===== src/design/lkc_pkg.sv =====
`default_nettype none
package lkc_pkg;

	localparam int KEY_W = 64;
	localparam int CAP_W = 9;
	localparam int OCC_W = 9;
	localparam int OUT_TDATA_W = 16;
	localparam logic [CAP_W-1:0] CAP_RESET = 9'd256;

	typedef struct packed {
		logic start;
		logic step;
		logic wr;
		logic fin_hit;
		logic fin_miss;
		logic load_out;
	} cmd_t;

	typedef struct packed {
		logic eq;
		logic last;
		logic empty;
		logic room;
		logic out_free;
	} sts_t;

endpackage
`default_nettype wire


===== src/design/lkc_ctrl.sv =====
`default_nettype none
module lkc_ctrl (
	input  wire              clk,
	input  wire              arst_n,
	input  wire              s_axis_tvalid,
	output logic             s_axis_tready,
	input  lkc_pkg::sts_t    sts,
	output lkc_pkg::cmd_t    cmd
);

	localparam logic [1:0] ST_IDLE   = 2'd0;
	localparam logic [1:0] ST_SCAN   = 2'd1;
	localparam logic [1:0] ST_INSERT = 2'd2;
	localparam logic [1:0] ST_POST   = 2'd3;

	logic [1:0] state_q;
	logic [1:0] state_d;

	assign s_axis_tready = (state_q == ST_IDLE);

	always_comb begin
		state_d = state_q;
		cmd = '0;
		unique case (state_q)
			ST_IDLE: begin
				if (s_axis_tvalid) begin
					cmd.start = 1'b1;
					state_d = sts.empty ? ST_INSERT : ST_SCAN;
				end
			end
			ST_SCAN: begin
				cmd.wr = 1'b1;
				if (sts.eq) begin
					cmd.fin_hit = 1'b1;
					state_d = ST_POST;
				end else begin
					cmd.step = 1'b1;
					if (sts.last) begin
						state_d = ST_INSERT;
					end
				end
			end
			ST_INSERT: begin
				cmd.fin_miss = 1'b1;
				cmd.wr = sts.room;
				state_d = ST_POST;
			end
			ST_POST: begin
				if (sts.out_free) begin
					cmd.load_out = 1'b1;
					state_d = ST_IDLE;
				end
			end
			default: begin
				state_d = ST_IDLE;
			end
		endcase
	end

	always_ff @(posedge clk or negedge arst_n) begin
		if (!arst_n) begin
			state_q <= ST_IDLE;
		end else begin
			state_q <= state_d;
		end
	end

endmodule
`default_nettype wire


===== config.mk =====
export PLATFORM = sky130hd
export DESIGN_NAME = lkc_ctrl
export DESIGN_NICKNAME = d
export VERILOG_FILES = /design/src/design/lkc_pkg.sv /design/src/design/lkc_ctrl.sv
export SDC_FILE = /design/constraint.sdc
export NUM_CORES = 1
export LEC_CHECK = 0
export BUFFER_PORTS_ARGS = -buffer_cell sky130_fd_sc_hd__buf_2
export CAP_MARGIN = 0
export CORE_AREA = 10 10 47 49
export CTS_BUF_LIST = sky130_fd_sc_hd__clkbuf_4
export CTS_CLUSTER_SIZE = 40
export DETAILED_ROUTE_END_ITERATION = 6
export DIE_AREA = 0 0 57 59
export GPL_ROUTABILITY_DRIVEN = 0
export PLACE_DENSITY = 0.35
export SLEW_MARGIN = 20
export SYNTH_ARGS = -nofsm -noshare
export SYNTH_HDL_FRONTEND = slang
export SYNTH_SLANG_ARGS = --single-unit

===== constraint.sdc =====
create_clock -name clk -period 2.4 [get_ports clk]
set_clock_uncertainty 0.1 [all_clocks]
set_input_delay 0 -clock clk [delete_from_list [all_inputs] [get_ports clk]]
set_output_delay 0 -clock clk [all_outputs]
set_load 0.02 [all_outputs]

==> flow_summary.yaml, run 1 <==
synth:
  synth_cells: 23
  synth_top_family_by_area: "adder cells"
  synthMostInstantiatedCell: "inv_1"
  synth_area_um2: 218
  synth_area_leaders: "dfrtp_1, ha_1, mux2i_1"
  seq_area_frac_synth_pct: 23.0
  muxShareOfSynthArea_pct: 14.4
  synth-simple-area-share_pct: 18.4
  synth_top_area_share_pct: 23.0
  synth_ff_type: "dfrtp_1"
  synth_common_cells: "inv_1, ha_1"
  yosys.area.top_type: "dfrtp_1"
  synth_fp_nets: 35
  synth_area_per_cell_um2: 9.47
  synthArstFlopShare_pct: 100
  synth_cell_types: 12
  ys.warnings.count: 0
  synth_edf_count: 0
  synth_compound_area_share_pct: 12.6
  synth_xor_area_share_pct: 0
  synth-adder-area-share_pct: 23.0
  synth_seq_cells: 2
floorplan:
  core-area_um2: 1400
  fp.dieArea_um2: 3360
  num_rows: 14
  die_h_um: 59
  die_x_um: 57
  initial_core_util_pct: 15.5
  io_pins: 15
place:
  dp.cells: 53
  portBuffers: 14
  placed_cell_area_um2: 308
  dp_hpwl_um: 533
  dp_slack_ns: 0.531
timing:
  slew_viol_final: 0
  tightest_slew_ns: 0.467
  hold_ws_ns: 0.00926
  slew_headroom_pct: 68.9
  finalHoldViolations: 0
  worst_slack_ns: 0.550
  rsz0062_at_grt: "no"
  post-route-period-util_pct: 77.1
  max_freq_ghz: 0.541
  period_minus_slack_ns: 1.85
  fin_setup_tns_ns: 0
  finalSetupViolations: 0
global_routing:
  grt_overflow: 0
  grt_usage_pct: 4.03
  grt_max_degree: 7
  grt_pass1_wl_um: 1060
  grt_antenna_before_repair: 0
  grt_pass1_vias: 249
layout:
  reg.largest.list: "state_q (2)"
  largest_register_ffs: 2
  area_growth_pct: 60.9
  seqCellArea_um2: 50.0
  insertedDiodeCount: 0
  fin_area_um2: 350
  layoutNonFillerInstCount: 58
  post-route-util_pct: 25.0
  top_register: "state_q"
  finalNetCount: 56
  n_fill_cell: 161
  drive_above_1_share_pct: 45.2
  multiInputGateArea_um2: 149
setup_path:
  rrSetupSlack_ns: 0.55
  path_cells: "inv_1 > ha_1 > nor2b_4 > a222oi_1 > mux2_1"
  end_kind: "flop"
  slowest_stage: "a222oi_1"
  path_class: "flop to flop"
  rr_worst_depth: 5
  slowest_delay_ns: 0.45
  reg2reg_to: "state_q[0]"
  critical-path-top-delay-family: "compound AO/OA/AOI/OAI gates"
  r2r_start: "state_q[1]"
  start_kind: "flop"
  cp.buffers_inverters: 1
  cp.required_ns: 2.39
  crit_fanout: 4
  cp_data_arrival_time_ns: 1.84
power:
  peakVddDrop_uv: 409
  power_frac_comb_pct: 68.6
  power.share.switching_pct: 46.0
  p_clk_share_pct: 15.8
  leakage_nw: 0.204
  finalPower_mw: 0.452
  seq_power_share_pct: 15.6
  p_sw_mw: 0.208
  power_density_nw_per_um2: 1290
  cellInternalPower_mw: 0.244
cts:
  cts_max_level: 1
  path_clk_slew_ns: 0.03
  cts_tree: "done"
  postCtsHoldBufs: 2
  cts_buffers: 3
  cts-resized-gates: 0
  cts.sinks: 2
  cts_setup_buffers: 0
  cts_max_path_buffers: 2
  clk_latency_ns: 0.22
  clock-root-buffer: "clkbuf_4"
min_path:
  hold-path-endpoint: "state_q[1]"
  worst_hold_path_type: "primary input to flop"
  min_path_cells: 3
  hp-start: "sts[2]"
drt:
  drt-vias-per-instance: 3.72
  drcViolationCount: 0
  finalWirelength_um: 608
  first_pass_iters: 4
  detail_route.wl_per_cell_um: 10.5
  first_iter_violations: 4
  vias: 216
  drtAntennaViolNets: 0
flow_run:
  drv_cap: 0
outcome:
  outcome: "finished, final reports clean"
worst max path at each step:
stage / endpoint / depth (start not counted) / startpoint
after global routing: state_q[0] / 5 / state_q[1]
after floorplan: state_q[0] / 5 / state_q[1]
after CTS: state_q[0] / 5 / state_q[1]
after detailed placement: state_q[0] / 5 / state_q[1]
after global placement: state_q[0] / 5 / state_q[1]
final: state_q[0] / 5 / state_q[1]
routing by layer:
metal | vias up | track usage [%] | wire length [µm] | share of wire (%)
li1 | 115 | - | - | -
met1 | 90 | 4.18 | 281 | 46
met2 | 11 | 5.27 | 230 | 38
met3 | 0 | 3.86 | 97 | 16
met4 | 0 | 2.01 | 0 | 0
met5 | - | 0 | 0 | 0
layout make-up:
| cell class | instances | share of cell area [%] |
|---|---|---|
| multi-input combinational | 16 | 42.5 |
| timing repair buffer | 16 | 25.7 |
| sequential | 2 | 14.3 |
| clock buffer | 3 | 6.43 |
| tap | 16 | 5.71 |
| inverter | 5 | 5.36 |
cell usage in the layout (no fill, tap or decap), drive strengths merged:
master	n
buf	14
inv	5
ha	4
clkbuf	3
and2	3
a21oi	2
mux2i	2
dlygate4sd3	2
dfrtp	2
nor2b	2
a222oi	1
a211oi	1
mux2	1
worst min-delay path: cells and delay by family:
kind	cells	cell delay, ns
mux	2	0.19
buf+inv	1	0.09
power groups by stage:
stage          clock network [mW]  registers, mW  logic [mW]
4_1_cts                    0.0761         0.0712       0.320
3_5_place_dp                    0         0.0715       0.317
6_report                   0.0714         0.0707       0.310
2_1_floorplan                   0         0.0664       0.231
5_1_grt                    0.0808         0.0734       0.352
3_3_place_gp                    0         0.0708       0.313
kinds of logic (layout without fill, tap and decap cells):
logic type	count (synthesis)	after routing
simple gates	5	5
buf+inv	5	24
fa+ha+maj	4	4
compound gates	4	4
mux	3	3
flops	2	2
Note: power is estimated with default switching activity, not from simulation.
==> inputs of run 2 (changes only) <==
==> constraint.sdc (replaced) <==
create_clock -name clk -period 1.9 [get_ports clk]
set_clock_uncertainty 0.1 [all_clocks]
set_input_delay 0 -clock clk [delete_from_list [all_inputs] [get_ports clk]]
set_output_delay 0 -clock clk [all_outputs]
set_load 0.02 [all_outputs]
==> run 2 against run 1 <==
Critical path depth is the same. Sequential cell count is the same. Via count grew 8.8%.
==> flow_summary.yaml, run 2 (synthesized netlist as in run 1, its figures left out) <==
outcome:
  outcome: "finished, final reports clean"
power:
  leakage_nw: 0.218
  p_clk_share_pct: 15.2
  power.share.switching_pct: 44.8
  seq_power_share_pct: 14.5
  power_frac_comb_pct: 70.2
  p_sw_mw: 0.272
  cellInternalPower_mw: 0.335
  power_density_nw_per_um2: 1620
  finalPower_mw: 0.607
  peakVddDrop_uv: 352
floorplan:
  fp.dieArea_um2: 3360
  die_x_um: 57
  io_pins: 15
  die_h_um: 59
  initial_core_util_pct: 15.5
  num_rows: 14
  core-area_um2: 1400
timing:
  slew_viol_final: 0
  fin_setup_tns_ns: 0
  tightest_slew_ns: 0.388
  max_freq_ghz: 0.574
  rsz0062_at_grt: "no"
  worst_slack_ns: 0.157
  hold_ws_ns: 0.143
  finalHoldViolations: 0
  post-route-period-util_pct: 91.7
  finalSetupViolations: 0
  slew_headroom_pct: 74.1
  period_minus_slack_ns: 1.74
global_routing:
  grt_overflow: 0
  grt_max_degree: 7
  grt_usage_pct: 4.36
  grt_pass1_wl_um: 1140
  grt_antenna_before_repair: 0
  grt_pass1_vias: 269
cts:
  cts_tree: "done"
  cts_setup_buffers: 0
  cts_buffers: 3
  postCtsHoldBufs: 3
  cts.sinks: 2
  path_clk_slew_ns: 0.03
  cts_max_level: 1
  cts_max_path_buffers: 2
  cts-resized-gates: 0
  clk_latency_ns: 0.22
  clock-root-buffer: "clkbuf_4"
layout:
  finalNetCount: 59
  layoutNonFillerInstCount: 61
  top_register: "state_q"
  reg.largest.list: "state_q (2)"
  drive_above_1_share_pct: 46.7
  fin_area_um2: 375
  insertedDiodeCount: 0
  area_growth_pct: 72.4
  mostFrequentLayoutCells: "buf_2, inv_1, ha_1"
  largest_register_ffs: 2
  final_common_cell: "buf_2"
  post-route-util_pct: 26.8
place:
  dp_hpwl_um: 573
  portBuffers: 14
  dp_slack_ns: 0.137
  dp.cells: 55
  placed_cell_area_um2: 323
drt:
  vias: 235
  first_pass_iters: 5
  detail_route.wl_per_cell_um: 10.8
  drtAntennaViolNets: 0
  finalWirelength_um: 659
  first_iter_violations: 6
  drcViolationCount: 0
  drt-vias-per-instance: 3.85
setup_path:
  start_kind: "flop"
  path_cells: "inv_1 > ha_1 > nor2b_4 > a222oi_1 > mux2_1"
  slowest_delay_ns: 0.39
  cp.required_ns: 1.90
  critical-path-top-delay-family: "compound AO/OA/AOI/OAI gates"
  crit_fanout: 3
  slowest_stage: "a222oi_1"
  cp_data_arrival_time_ns: 1.74
  cp.buffers_inverters: 1
  path_class: "flop to flop"
  end_kind: "flop"
flow_run:
  drv_cap: 0
min_path:
  worst_hold_path_type: "primary input to flop"
-- run 2: final timing paths --
check / start / end / slack, ns / depth (start not counted)
setup / recovery: state_q[1] / state_q[0] / 0.16 / 5
setup reg to reg: state_q[1] / state_q[0] / 0.16 / 5
min in group asynchronous: arst_n / state_q[0] / 0.52 / 3
hold reg to reg: state_q[0] / state_q[0] / 0.46 / 1
hold / removal: s_axis_tvalid / state_q[0] / 0.14 / 4
max in group asynchronous: arst_n / state_q[1] / 1.06 / 3
-- run 2: layout make-up --
class / count / area, µm²
well taps: 16 / 20.0
fillers: 162 / 1030
repair buffers: 19 / 115
inverters: 5 / 18.8
clock buffers: 3 / 22.5
multi-input cells: 16 / 149
flip-flops and latches: 2 / 50.0
-- run 2: layer usage --
layer  vias up  share of wire [%]  GRT usage [%]
met3         0                5.5           1.50
met2        11                 44           6.51
met4         0                  0           4.03
met1       102                 50           4.73
met5         -                  0              0
li1        122                  -              -
-- run 2: power groups by stage --
stage	logic, mW	registers (mW)	clock network [mW]
6_report	0.426	0.0882	0.0924
5_1_grt	0.482	0.0924	0.0981
4_1_cts	0.434	0.0891	0.101
2_1_floorplan	0.292	0.0838	0
3_3_place_gp	0.423	0.0893	0
3_5_place_dp	0.427	0.0896	0
-- run 2: tightest hold or removal path, cell delays in order --
cell,delay [ns]
buf_2,0.11
inv_1,0.04
a222oi_1,0.07
mux2_1,0.21
